===== src/mstpu_ram.sv =====
// Generic simple dual-port RAM: one write port, one read port, registered read.
// No dependencies.
module mstpu_ram #(
   parameter int WIDTH = 8,
   parameter int DEPTH = 16
) (
   input  logic                     clock,
   input  logic                     wr_en,
   input  logic [$clog2(DEPTH)-1:0] wr_addr,
   input  logic [WIDTH-1:0]         wr_data,
   input  logic [$clog2(DEPTH)-1:0] rd_addr,
   output logic [WIDTH-1:0]         rd_data
);

   logic [WIDTH-1:0] mem [DEPTH];
   logic [WIDTH-1:0] rd_data_ff;

   // Write and read on the same edge
   always_ff @(posedge clock) begin
      if (wr_en) begin
         mem[wr_addr] <= wr_data;
      end
      rd_data_ff <= mem[rd_addr];
   end

   assign rd_data = rd_data_ff;

endmodule


===== config.mk =====
export PLATFORM = sky130hd
export DESIGN_NAME = mstpu_ram
export DESIGN_NICKNAME = d
export VERILOG_FILES = /design/src/mstpu_ram.sv
export SDC_FILE = /design/constraint.sdc
export NUM_CORES = 1
export LEC_CHECK = 0
export ABC_CLOCK_PERIOD_IN_PS = 2500
export BUFFER_PORTS_ARGS = -buffer_cell sky130_fd_sc_hd__buf_2
export CAP_MARGIN = 10
export CORE_AREA = 8 8 116 118
export CTS_CLUSTER_SIZE = 25
export DETAILED_ROUTE_END_ITERATION = 16
export DIE_AREA = 0 0 124 126
export PLACE_DENSITY_LB_ADDON = 0.1
export REMOVE_ABC_BUFFERS = 1
export SETUP_SLACK_MARGIN = 0.15
export SLEW_MARGIN = 10
export SYNTH_ARGS = -nofsm -noshare
export SYNTH_HDL_FRONTEND = slang
export SYNTH_SLANG_ARGS = --single-unit
export TNS_END_PERCENT = 1

===== constraint.sdc =====
create_clock -name clock -period 2.5 [get_ports clock]
set_input_delay 0.5 -clock clock [delete_from_list [all_inputs] [get_ports clock]]
set_output_delay 0.5 -clock clock [all_outputs]
set_load 0.05 [all_outputs]

==> results.txt <==
- Chain of cells forming the critical path: buf_2, buf_12, mux4_1, a22oi_1, nand2_1
- Critical Path Source: rd_addr[0]
- The worst-case IR drop observed on VDD is 0.393 mV.
- Placer's final routability congestion estimate: 0.696
* Commonest cells in the netlist: edfxtp_1 (128), mux4_2 (18), a22oi_1 (16)
* Fraction of synthesized cell area taken by the top area cell type: 74.7%
* Post-route total power: approximately 5.2 mW
- Logic depth of the worst setup path including buffers: 5
* Slew @ Worst Pin: 0.557 ns
- Sorting the synthesized cells by area gives the leading types as edfxtp_1 (75%), mux4_2 (7.9%), mux4_1 (7.1%).
- Counting the fill cells in the layout gives 968.
* Count of mapped cells out of synthesis: 229
- The cell area that synthesis handed to floorplanning was 0.00515 mm2.
- Summed over all failing endpoints, the final setup total negative slack is 0 ns.
- Maximum number of pins on one net before global-route repair: 33
- H-tree levels: 4
- Effective utilization at floorplan: 44.0%
* Wire length of the first global-routing pass: 15600 um
- Counting flops and latches in the post-synthesis netlist gives 136.
* N_diodes: 0
* Half-perimeter wire length after placement: between 6000 and 7000 um
- The run finished with clean final reports.
- Post-synth top area cell: edfxtp_1
- Total of warnings raised by yosys: 0
- STA classifies the critical path endpoint as a flop.
- Die area: ~0.016 mm2
- Input and output buffers added on the ports amount to 25.
- Count of pins on the block boundary: 26
* Grt total ovfl: 0
* Clk_skew: 0.00465 ns
- Startpoint of the lowest-slack hold path: wr_data[5]
- Summed over all cells, the static leakage comes to 2.09 nW.
* CTS tree: yes
* Mean number of vias per cell: 5.43
- Setup violations remaining at the end of the flow were counted as 0.
* Path depth of the worst reg2reg path: 3
- For the finished layout, the period the worst path requires is 1.59 ns.
* Post-layout instance count excluding filler cells: 445
- Crit path max-delay family: multiplexers
- Clk buf depth: 2
* Post-detailed-route count of antenna-violating nets: 0
- Data required time of the critical path: 2.79 ns
- The startpoint identified for the worst register-to-register timing path is mem[2][3].
- The net count of the finished layout is 303.
* Clock latency at the later pin of the worst-skew pair: just over 0.4 ns
- In this run, post-CTS hold repair placed 0 buffers.
- CTS-repair resized insts: 0
- Core footprint: 0.0117 mm2
* Residual DRC count: 0
- Overall via count from detail_route: 2417
* Share of post-route cells with drive strength above 1: roughly 30%
- Slew headroom: a little over three fifths
- Iteration-0 DRC Markers: 214
* Predominant post-synthesis flop cell: edfxtp_1
- Placement Rows: 40
* Cts bufs inserted: 17
- On the critical path, the stage with the largest delay is an instance of mux4_1.
* WL per Instance: 22.8 um
- Timing-limited maximum frequency: 627 MHz
- Once the clock tree was built, the setup fixing pass inserted 0 buffers.
- Synth async-reset ratio: 0%
- Yosys mapped a number of flops with a built-in enable equal to 128.
* Cell Pwr Density: about 850 mW/mm2
* Die Width: 124 um
- In this run, distinct cell masters in the synthesized netlist total 19.
* Max-cap violation count: 0
* Reg-to-Reg End: rd_data[3]
- Including well taps, the total number of placed cells is 413.
- The path class of the tightest hold or removal check is in -> reg.
- Clock Tree Root: clkbuf_16
- The number of global-route vias before repair was 2507.
* DIE HEIGHT: roughly 130 um
- Post-synthesis sequential area ratio: 77.8%
- Worst hold path cell count: 1
- The worst hold path terminates at mem[9][5].
* Overall track demand over capacity in global routing: 14.2%
- Sort of element at the start of the critical path: primary input
- The clock net in this run drives a total of 136 sinks.
- Avg Cell Area, Syn: 22.5 um2
- Setup repair after global routing left no endpoint under its margin.
- Period Utilization, post-route: a little under two thirds
* Slack of the worst reg-to-reg path: ~1.1 ns
- Among all cell types in the netlist, the one instantiated most often is edfxtp_1.
- Relative area change from synthesis to final layout: 18.8%
- On the worst path, the slowest cell contributes a delay of roughly 0.59 ns.
- Data arrival time of the critical path: 1.88 ns
* Buffering stage count on the worst path with inverters included: 2
* Clock transition time at the flip-flop clock pins of the worst setup and hold paths: 0.05 ns
* Fin. Hold Viols: 0
* Antenna violations before repair: 0
* Detailed-route wire length: 10100 um
* Startpoint-to-endpoint class of the critical path: in -> reg
- For this run, the detailed router's first-pass iteration total came to 4.
- In this run the worst path has a maximum fanout of 32.
* Number of slew-limit violations in the final report: 0
[area by class of cell]
class | count | area (um2) | area share, %
Multi-Input combinational cell | 83 | 1060 | 17.3
Sequential cell | 136 | 4000 | 65.5
Clock inverter | 4 | 70.1 | 1.15
Tap cell | 147 | 184 | 3.01
Timing Repair Buffer | 47 | 315 | 5.15
Clock buffer | 28 | 487 | 7.96
[through the flow]
stage	hold slack, ns	cell area [um2]	worst slack [ns]	utilization, %
2_1_floorplan	0.599	5060	0.507	-
3_3_place_gp	0.653	5560	0.436	47.5
3_5_place_dp	0.663	5560	0.439	47.5
4_1_cts	0.467	6120	0.879	52.2
5_1_grt	0.488	6120	0.805	52.2
6_report	0.481	6120	0.906	52.2
[layout by cell type, fill, tap and decap left out]
master / n
clkinv_2: 2
nor2_1: 13
clkbuf_8: 2
nand2b_1: 2
buf_4: 20
buf_2: 25
nand2_1: 9
bufinv_16: 2
nor3_1: 4
clkbuf_16: 17
and2_1: 1
a22oi_1: 16
mux4_2: 18
nand3b_1: 2
nor2b_1: 1
clkbuf_1: 9
dfxtp_1: 8
nand3_1: 1
or3b_2: 1
edfxtp_1: 128
and2b_1: 1
mux4_1: 14
buf_12: 2
[layer usage]
| layer | track usage [%] | part of all wire, % | vias to the layer above |
|---|---|---|---|
| li1 | - | - | 1083 |
| met1 | 19.6 | 46 | 1250 |
| met2 | 20.1 | 47 | 71 |
| met3 | 3.93 | 5.3 | 13 |
| met4 | 7.35 | 1.9 | 0 |
| met5 | 0 | 0 | - |
[worst reg2reg max path: stages, from the launching register on]
cell	delay, ns
edfxtp_1	0.35
mux4_1	0.50
a22oi_1	0.35
nand2_1	0.09
[power by group]
group / switching [mW] / total [mW] / internal [mW]
Combinational: 0.185 / 0.290 / 0.105
Clock: 0.840 / 2.36 / 1.52
Sequential: 0.0162 / 2.57 / 2.55
[cells by family after synthesis]
group,share of synthesized area (%)
flip-flops,77.8
AO/OA/AOI/OAI,2.33
AND/OR/NAND/NOR,3.18
buffers and inverters,1.68
multiplexers,15.0
[state kept, by name, summed over array words and instances (netlist names)]
signal   cells
mem        128
rd_data      8
[worst max-delay path by stage]
stage                       to
floorplan            mem[0][0]
global placement    rd_data[3]
detailed placement  rd_data[3]
CTS                 rd_data[3]
global route        rd_data[3]
finish              rd_data[3]
Power figures use the tool's default switching activity.
