## src/mstpu_pkg.sv

```systemverilog
// Shared types and constants for the max segment tree point update unit.
// Depends on nothing; the top module and the walker import it.
package mstpu_pkg;

   // Tree geometry
   localparam int MAX_LEAVES = 1024;
   localparam int DEPTH      = 2 * MAX_LEAVES;
   localparam int ADDR_W     = $clog2(DEPTH);

   // Field widths fixed by the interface
   localparam int VAL_W = 48;
   localparam int IDX_W = 10;
   localparam int LC_W  = 11;

   // Reset value of every node and count after reset, and the root and last store addresses
   localparam logic [VAL_W-1:0]  VAL_MIN   = {1'b1, {(VAL_W-1){1'b0}}};
   localparam logic [LC_W-1:0]   LC_RESET  = LC_W'(MAX_LEAVES);
   localparam logic [ADDR_W-1:0] ROOT_ADDR = ADDR_W'(1);
   localparam logic [ADDR_W-1:0] LAST_ADDR = ADDR_W'(DEPTH - 1);

   typedef struct packed {
      logic [IDX_W-1:0]        leaf_index;
      logic signed [VAL_W-1:0] new_value;
   } req_type;

   typedef struct packed {
      logic signed [VAL_W-1:0] root_max;
      logic                    index_error;
   } rsp_type;

   // Store access issued by the walker in one cycle
   typedef struct packed {
      logic              wr_en;
      logic [ADDR_W-1:0] wr_addr;
      logic [VAL_W-1:0]  wr_data;
      logic [ADDR_W-1:0] rd_addr;
   } ram_cmd_type;

   // Walker sequencer states
   typedef enum logic [3:0] {
      ST_CLEAR = 4'b0001,
      ST_IDLE  = 4'b0010,
      ST_CLIMB = 4'b0100,
      ST_ROOT  = 4'b1000
   } walk_state_type;

endpackage

```

## src/mstpu_walk.sv

```systemverilog
// Walker for the max segment tree: clearing pass, leaf write, climb to the root, root read on a rejected index.
// Depends on mstpu_pkg; drives the tree store through a ram_cmd_type bundle.
module mstpu_walk import mstpu_pkg::*; (
   input  logic              clock,
   input  logic              reset,
   input  logic              start,
   output logic              busy,
   input  req_type           req_item,
   input  logic [ADDR_W-1:0] leaf_n,
   output ram_cmd_type       ram_cmd,
   input  logic [VAL_W-1:0]  ram_rd_data,
   output logic              rsp_strobe,
   output rsp_type           rsp_item
);

   walk_state_type          state_ff, state_in;
   logic [ADDR_W-1:0]       pos_ff, pos_in;
   logic [ADDR_W-1:0]       clr_ff, clr_in;
   logic signed [VAL_W-1:0] cur_ff, cur_in;
   logic                    rsp_valid_ff, rsp_valid_in;
   rsp_type                 rsp_ff, rsp_in;

   logic                    idx_bad;
   logic [ADDR_W-1:0]       leaf_pos;
   logic [ADDR_W-1:0]       par_pos;
   logic signed [VAL_W-1:0] sib_val;
   logic signed [VAL_W-1:0] parent_val;

   // Locate the leaf; an index at or beyond the count is rejected
   assign idx_bad  = (32'(req_item.leaf_index) >= 32'(leaf_n));
   assign leaf_pos = ADDR_W'(32'(leaf_n) + 32'(req_item.leaf_index));

   // Combine the running value with the sibling just read
   assign sib_val    = $signed(ram_rd_data);
   assign parent_val = (cur_ff < sib_val) ? sib_val : cur_ff;
   assign par_pos    = pos_ff >> 1;

   // Sequence the store accesses
   always_comb begin
      state_in     = state_ff;
      pos_in       = pos_ff;
      clr_in       = clr_ff;
      cur_in       = cur_ff;
      rsp_valid_in = 1'b0;
      rsp_in       = rsp_ff;
      ram_cmd      = '0;
      unique case (state_ff)
         ST_CLEAR: begin
            ram_cmd.wr_en   = 1'b1;
            ram_cmd.wr_addr = clr_ff;
            ram_cmd.wr_data = VAL_MIN;
            clr_in          = clr_ff + ADDR_W'(1);
            if (clr_ff == LAST_ADDR) begin
               state_in = ST_IDLE;
            end
         end
         ST_IDLE: begin
            if (start) begin
               if (idx_bad) begin
                  // Fetch the current root and report it unchanged
                  ram_cmd.rd_addr = ROOT_ADDR;
                  state_in        = ST_ROOT;
               end else begin
                  ram_cmd.wr_en   = 1'b1;
                  ram_cmd.wr_addr = leaf_pos;
                  ram_cmd.wr_data = req_item.new_value;
                  cur_in          = req_item.new_value;
                  pos_in          = leaf_pos;
                  if (leaf_pos == ROOT_ADDR) begin
                     // Single leaf: the leaf is the root
                     rsp_valid_in         = 1'b1;
                     rsp_in.root_max      = req_item.new_value;
                     rsp_in.index_error   = 1'b0;
                  end else begin
                     ram_cmd.rd_addr = leaf_pos ^ ADDR_W'(1);
                     state_in        = ST_CLIMB;
                  end
               end
            end
         end
         ST_CLIMB: begin
            // Write the parent and fetch the next sibling in the same cycle
            ram_cmd.wr_en   = 1'b1;
            ram_cmd.wr_addr = par_pos;
            ram_cmd.wr_data = parent_val;
            cur_in          = parent_val;
            pos_in          = par_pos;
            if (par_pos == ROOT_ADDR) begin
               rsp_valid_in       = 1'b1;
               rsp_in.root_max    = parent_val;
               rsp_in.index_error = 1'b0;
               state_in           = ST_IDLE;
            end else begin
               ram_cmd.rd_addr = par_pos ^ ADDR_W'(1);
            end
         end
         ST_ROOT: begin
            rsp_valid_in       = 1'b1;
            rsp_in.root_max    = sib_val;
            rsp_in.index_error = 1'b1;
            state_in           = ST_IDLE;
         end
         default: begin
            state_in = ST_IDLE;
         end
      endcase
   end

   // Hold control state; clear the store after reset
   always_ff @(posedge clock) begin
      if (reset) begin
         state_ff     <= ST_CLEAR;
         clr_ff       <= '0;
         rsp_valid_ff <= 1'b0;
      end else begin
         state_ff     <= state_in;
         clr_ff       <= clr_in;
         rsp_valid_ff <= rsp_valid_in;
      end
   end

   // Advance the datapath registers
   always_ff @(posedge clock) begin
      pos_ff <= pos_in;
      cur_ff <= cur_in;
      rsp_ff <= rsp_in;
   end

   assign busy       = (state_ff != ST_IDLE);
   assign rsp_strobe = rsp_valid_ff;
   assign rsp_item   = rsp_ff;

endmodule
```

## config.mk

```make
export PLATFORM = sky130hd
export DESIGN_NAME = mstpu_walk
export DESIGN_NICKNAME = d
export VERILOG_FILES = /design/src/mstpu_pkg.sv /design/src/mstpu_walk.sv
export SDC_FILE = /design/constraint.sdc
export NUM_CORES = 1
export LEC_CHECK = 0
export BUFFER_PORTS_ARGS = -buffer_cell sky130_fd_sc_hd__buf_2
export CORE_MARGIN = 2
export CORE_UTILIZATION = 57
export DETAILED_ROUTE_END_ITERATION = 12
export HOLD_SLACK_MARGIN = 0.1
export PLACE_DENSITY = 0.91
export SLEW_MARGIN = 20
export SYNTH_ARGS = -nofsm -noshare
export SYNTH_HDL_FRONTEND = slang
export SYNTH_SLANG_ARGS = --single-unit
```

## constraint.sdc

```tcl
create_clock -name clock -period 4.73 [get_ports clock]
set_input_delay 0.2365 -clock clock [delete_from_list [all_inputs] [get_ports clock]]
set_output_delay 0.2365 -clock clock [all_outputs]
set_load 0.01 [all_outputs]
```

==> results_dict.tcl, run 1 <==
set metrics [dict create \
    netlist_top_cells_area "edfxtp_1, ha_1, o21ai_1" \
    post-route-drc-count 0 \
    layout_common_cells "buf_2, nand2_1, edfxtp_1, o21ai_1, inv_1" \
    drt-initial-drc-count 960 \
    route.final.wire_length_um 23300 \
    run_status "finished clean" \
    dpl.cell_count 1273 \
    report.final.setup_viol 0 \
    cts_tree "done" \
    floorplan.die.width_um 124 \
    ios 242 \
    post_layout_cell_count 1307 \
    area_growth_syn_to_layout_pct 23.9 \
    cts_setup_buffers 0 \
    setup_crit_start_kind "register" \
    yosysSeqAreaShare 0.429 \
    setup_tns_ps 0 \
    dieArea_sq_mm 0.0154 \
    edff_count_synth 107 \
    timing.final.hold_violations 0 \
    whs_ps 135 \
    power_per_cell_area_mw_per_mm2 286 \
    count_of_h_tree_levels_built_during_cts 4 \
    clkLatencyLatePin_ps 420 \
    initial_utilization 0.589 \
    worst_setup_ep_type "primary output" \
    portBuffers 241 \
    drt-wirelength-per-cell_um 17.8 \
    pin_count_of_the_biggest_net_entering_global_routing 121 \
    tritoncts_num_sinks 123 \
    fmaxAchievable_mhz 248 \
    cp_num_buf_inv 2 \
    path_common_cell "nand4_1" \
    postRouteAntennaNets 0 \
    irDropWorstVdd_mv 0.266 \
    critical_path_required_ps 4490 \
    antenna_found_initial 3 \
    routed-via-count 7828 \
    synthCells 888 \
    dr.pass1.iters 7 \
    setup_repair_after_global_routing_missed_its_margin "no" \
    slew-limit-headroom 0.307 \
    slowest_stage_cell_cp "buf_4" \
    num_cts_buffers 17 \
    core.rowCount 43 \
    final_net_count 1301 \
    grt_first_pass_wirelength_um 37000 \
    worst_hold_path_class "input port to register" \
    detailed_place_hpwl_um 16200 \
    cts_resized 0 \
    final.fill_count 989 \
    floorplan.core_area_sq_mm 0.0140 \
    clockRootBuffer "clkbuf_16" \
    crit_family "simple AND/OR/NAND/NOR gates" \
    avgViaCountPerCell 5.99 \
    grt_resource_usage_total 0.294 \
    netlist.area_leader.share 0.390 \
    most_common_cell_after_layout_fill_and_taps_aside "buf_2" \
    worstMarginPinSlew_ps 1040 \
    p_total_mw 2.93 \
    cts_hold_buffers 0 \
    grt_overflow_total 0 \
    synth-async-reset-ratio 0 \
    timing.critical_path.arrival_ps 3790 \
    final.setup_skew_ps 7.77 \
    bufs_on_longest_clock_path 2 \
    post-route-util 0.730 \
    worst_path_largest_cell_delay_ps 510 \
    path_max_fanout 31 \
    synth_fp_nets 1077 \
    synth_ff_type "edfxtp_1" \
    power.leakage_nw 4.89 \
    setup.worst_path.class "register to primary output" \
    syn-cell-area_sq_mm 0.00824 \
    maxSlewViolCount 0 \
    synth.largest_area_cell "edfxtp_1" \
    cap_violations 0 \
    yosys.cell_types.count 57 \
    share_of_the_clock_period_used_by_the_worst_path 0.852 \
    final.min_clock_period_ps 4030 \
    path_clk_slew_ps 50 \
    synth_warnings 0 \
    syn_avg_cell_area_sq_um 9.28 \
    vias_in_the_first_global_route 7504 \
    die_y_um 124 \
    synth_register_bits 123 \
    drive_above_1_share 0.260 \
    crit_path_cell_trace "ha_1 > nand4_1 > nor4_1 > nand4_1 > a21oi_1 > a211oi_2 > xnor2_2 > buf_4 > mux2i_1 > o21ai_1 > buf_2" \
    place_congestion 0.885 \
]
==> worst min-delay path, delay by kind of cell <==
kind / cells / cell delay, ps
AO/OA/AOI/OAI: 1 / 60
buffers and inverters: 1 / 100
AND/OR/NAND/NOR: 1 / 40
==> logic make-up (layout without fill, tap and decap cells) <==
group | after synthesis | after routing | share of synthesized area
AOI/OAI and AO/OA | 298 | 298 | 0.216
other | 0 | 2 | 0
DFF | 123 | 123 | 0.429
muxes | 48 | 48 | 0.0583
xor gates and xnor gates | 17 | 17 | 0.0181
and+or+nand+nor | 214 | 214 | 0.116
buffers and inverters | 119 | 356 | 0.0575
adders and majority gates | 69 | 69 | 0.106
==> cell usage after synthesis, types with 3 or more instances <==
library cell,count
a211oi_1,4
a21o_1,19
a21oi_1,33
a221oi_1,3
a22oi_1,48
buf_6,3
clkbuf_1,41
dfxtp_1,16
edfxtp_1,107
ha_1,68
inv_1,72
mux2i_1,48
nand2_1,118
nand2b_1,4
nand3_1,12
nand4_1,13
nor2_1,37
nor2b_1,5
nor3_1,6
nor4_1,3
nor4b_1,4
o21a_1,4
o21ai_0,55
o21ai_1,106
o21bai_1,3
xnor2_1,11
xor2_1,6
==> report_power, final <==
| group | internal [mW] | total (mW) | leakage [nW] | switching, mW |
|---|---|---|---|---|
| registers | 1.18 | 1.19 | 1.09 | 0.00324 |
| clock network | 0.875 | 1.36 | 0.290 | 0.483 |
| logic | 0.162 | 0.380 | 3.50 | 0.219 |
==> per-stage QoR <==
step	worst slack (ps)	area (sq um)
3_3_place_gp	1160	9600
2_1_floorplan	1400	8240
6_report	701	10200
5_1_grt	516	10200
3_5_place_dp	1040	9600
4_1_cts	725	10200
==> sequential cells by signal, summed over array words and instances, names as in the netlist <==
register    cells
clr_ff         11
cur_ff         48
pos_ff         10
rsp_item       49
rsp_strobe      1
state_ff        4
==> path summary, 6_finish.rpt <==
path,end,depth (start not counted),start,slack (ps)
worst max-delay path,ram_cmd[45],11,cur_ff[47]$_DFFE_PP_,700
worst min-delay path,cur_ff[10]$_DFFE_PP_,3,req_item[10],140
worst max register to register,rsp_item[46]$_DFFE_PP_,10,cur_ff[47]$_DFFE_PP_,1220
worst min register to register,clr_ff[5]$_SDFFE_PP0N_,2,clr_ff[5]$_SDFFE_PP0N_,530
==> cell type report <==
cell class | count | area, sq um | area share
clock buffers | 19 | 433 | 0.0424
multi-input cells | 646 | 4270 | 0.418
flip-flops and latches | 123 | 3530 | 0.346
clock inverters | 13 | 175 | 0.0171
diodes | 2 | 5.00 | 0.000490
repair buffers | 252 | 1300 | 0.127
well taps | 180 | 225 | 0.0220
inverters | 72 | 270 | 0.0265
==> per-layer routing <==
layer,GRT usage,up-vias,wire length (um)
met4,0.123,4,632
li1,-,3704,-
met2,0.504,463,11500
met3,0.0627,57,2220
met1,0.361,3600,8930
met5,0,-,25
Power figures use the tool's default switching activity.
==> run 2: changes to the inputs <==
- CAP_MARGIN: default -> 0
- CORE_MARGIN: 2 -> 3
==> results_dict.tcl, run 2 (synthesized netlist as in run 1, its figures left out) <==
set metrics [dict create \
    drt-initial-drc-count 746 \
    area_growth_syn_to_layout_pct 23.0 \
    avgViaCountPerCell 6.03 \
    setup_tns_ps 0 \
    share_of_the_clock_period_used_by_the_worst_path 0.825 \
    clkLatencyLatePin_ps 420 \
    power_per_cell_area_mw_per_mm2 274 \
    core.rowCount 43 \
    tritoncts_num_sinks 123 \
    irDropWorstVdd_mv 0.305 \
    critical_path.reg2reg.startpoint "cur_ff[47]$_DFFE_PP_" \
    final_net_count 1301 \
    timing.final.hold_violations 0 \
    power_switching_mw 0.676 \
    slew-limit-headroom 0.438 \
    crit_end "ram_cmd[29]" \
    switching_power_share_of_the_total 0.243 \
    worst_slack_ps 828 \
    route.final.wire_length_um 23500 \
    grt_first_pass_wirelength_um 37100 \
    grt_resource_usage_total 0.289 \
    post-route-util 0.725 \
    min_from "req_item[13]" \
    worst_hold_path_stage_count 3 \
    drt-wirelength-per-cell_um 18.0 \
    maxSlewViolCount 0 \
    antenna_found_initial 2 \
    worst_r2r_endpoint "cur_ff[18]$_DFFE_PP_" \
    drive_above_1_share 0.254 \
    setup_repair_after_global_routing_missed_its_margin "no" \
    largest_register_ffs 49 \
    final.min_clock_period_ps 3900 \
    floorplan.die.width_um 126 \
    portBuffers 241 \
    critical_path_required_ps 4490 \
    cts_setup_buffers 0 \
    timing.critical_path.arrival_ps 3670 \
    setup.worst_path.class "register to primary output" \
    power.leakage_nw 4.86 \
    rrSetupSlack_ps 1320 \
    detailed_place_hpwl_um 16200 \
    post-route-cell-area_sq_mm 0.0101 \
    final.setup_skew_ps 8.52 \
    dr.pass1.iters 6 \
    seq_power_share 0.427 \
    fmaxAchievable_mhz 256 \
    worst_setup_ep_type "primary output" \
    pin_count_of_the_biggest_net_entering_global_routing 96 \
    final.fill_count 1017 \
    cts_tree "done" \
    initial_utilization 0.589 \
    grt_overflow_total 0 \
    ios 242 \
    cts_hold_buffers 0 \
    num_cts_buffers 17 \
    placement.cell_area_sq_mm 0.00960 \
    report.final.setup_viol 0 \
    cts_resized 0 \
    place_congestion 0.896 \
    clockRootBuffer "clkbuf_16" \
    worst_hold_path_class "input port to register" \
    layout_common_cells "buf_2, nand2_1, edfxtp_1, o21ai_1, inv_1" \
    path_clk_slew_ps 50 \
    most_common_cell_after_layout_fill_and_taps_aside "buf_2" \
    setup_crit_start_kind "register" \
    cap_violations 0 \
    postRouteAntennaNets 0 \
    count_of_h_tree_levels_built_during_cts 4 \
    post-route-drc-count 0 \
    p_total_mw 2.78 \
    worstMarginPinSlew_ps 844 \
    p_comb_frac 0.137 \
    floorplan.core_area_sq_mm 0.0140 \
    post_layout_cell_count 1305 \
    whs_ps 138 \
    routed-via-count 7875 \
    die_y_um 126 \
    vias_in_the_first_global_route 7469 \
    dpl.cell_count 1273 \
    bufs_on_longest_clock_path 2 \
    r2r.worst_path.cells 10 \
    run_status "finished clean" \
    power.share.clock 0.436 \
    p_int_mw 2.11 \
    critical_path.startpoint "cur_ff[47]$_DFFE_PP_" \
    path_max_fanout 47 \
    antenna_diodes 0 \
    dieArea_sq_mm 0.0159 \
    placement.setup.worst_slack_ps 999 \
]
==> run 2: layer usage <==
metal | up-vias | routed length, um | GRT usage
li1 | 3692 | - | -
met1 | 3692 | 9300 | 0.360
met2 | 438 | 11700 | 0.495
met3 | 49 | 2050 | 0.0615
met4 | 4 | 497 | 0.108
met5 | - | 21 | 0
==> run 2: how the worst min path moves through the flow <==
stage                             endpoint  slack [ps]
floorplan           clr_ff[5]$_SDFFE_PP0N_         310
global placement    clr_ff[6]$_SDFFE_PP0N_         520
detailed placement  clr_ff[6]$_SDFFE_PP0N_         530
CTS                    cur_ff[9]$_DFFE_PP_         130
global route          cur_ff[47]$_DFFE_PP_         130
finish                cur_ff[13]$_DFFE_PP_         140
==> run 2: worst max-delay path, cell delays in order, from the launching register on <==
cell and delay (ps):
edfxtp_1 400, ha_1 420, nand4_1 220, nor4_1 400, nand4_1 210, a21oi_1 200, a211oi_2 90, xnor2_2 210
buf_12 360, mux2i_1 450, o21ai_1 100, buf_2 180
==> run 2: power by group through the flow <==
stage               Sequential [mW]  Clock (mW)  Combinational (mW)
floorplan                      1.21           0               0.236
global placement               1.21           0               0.357
detailed placement             1.21           0               0.370
CTS                            1.19        1.22               0.376
global route                   1.19        1.27               0.421
finish                         1.19        1.21               0.381
==> run 2: cell type report <==
type	count	area [sq um]	area share
Inverter	72	270	0.0266
Tap cell	180	225	0.0222
Clock inverter	4	42.5	0.00419
Timing Repair Buffer	252	1300	0.128
Clock buffer	28	497	0.0490
Sequential cell	123	3530	0.348
Multi-Input combinational cell	646	4270	0.421
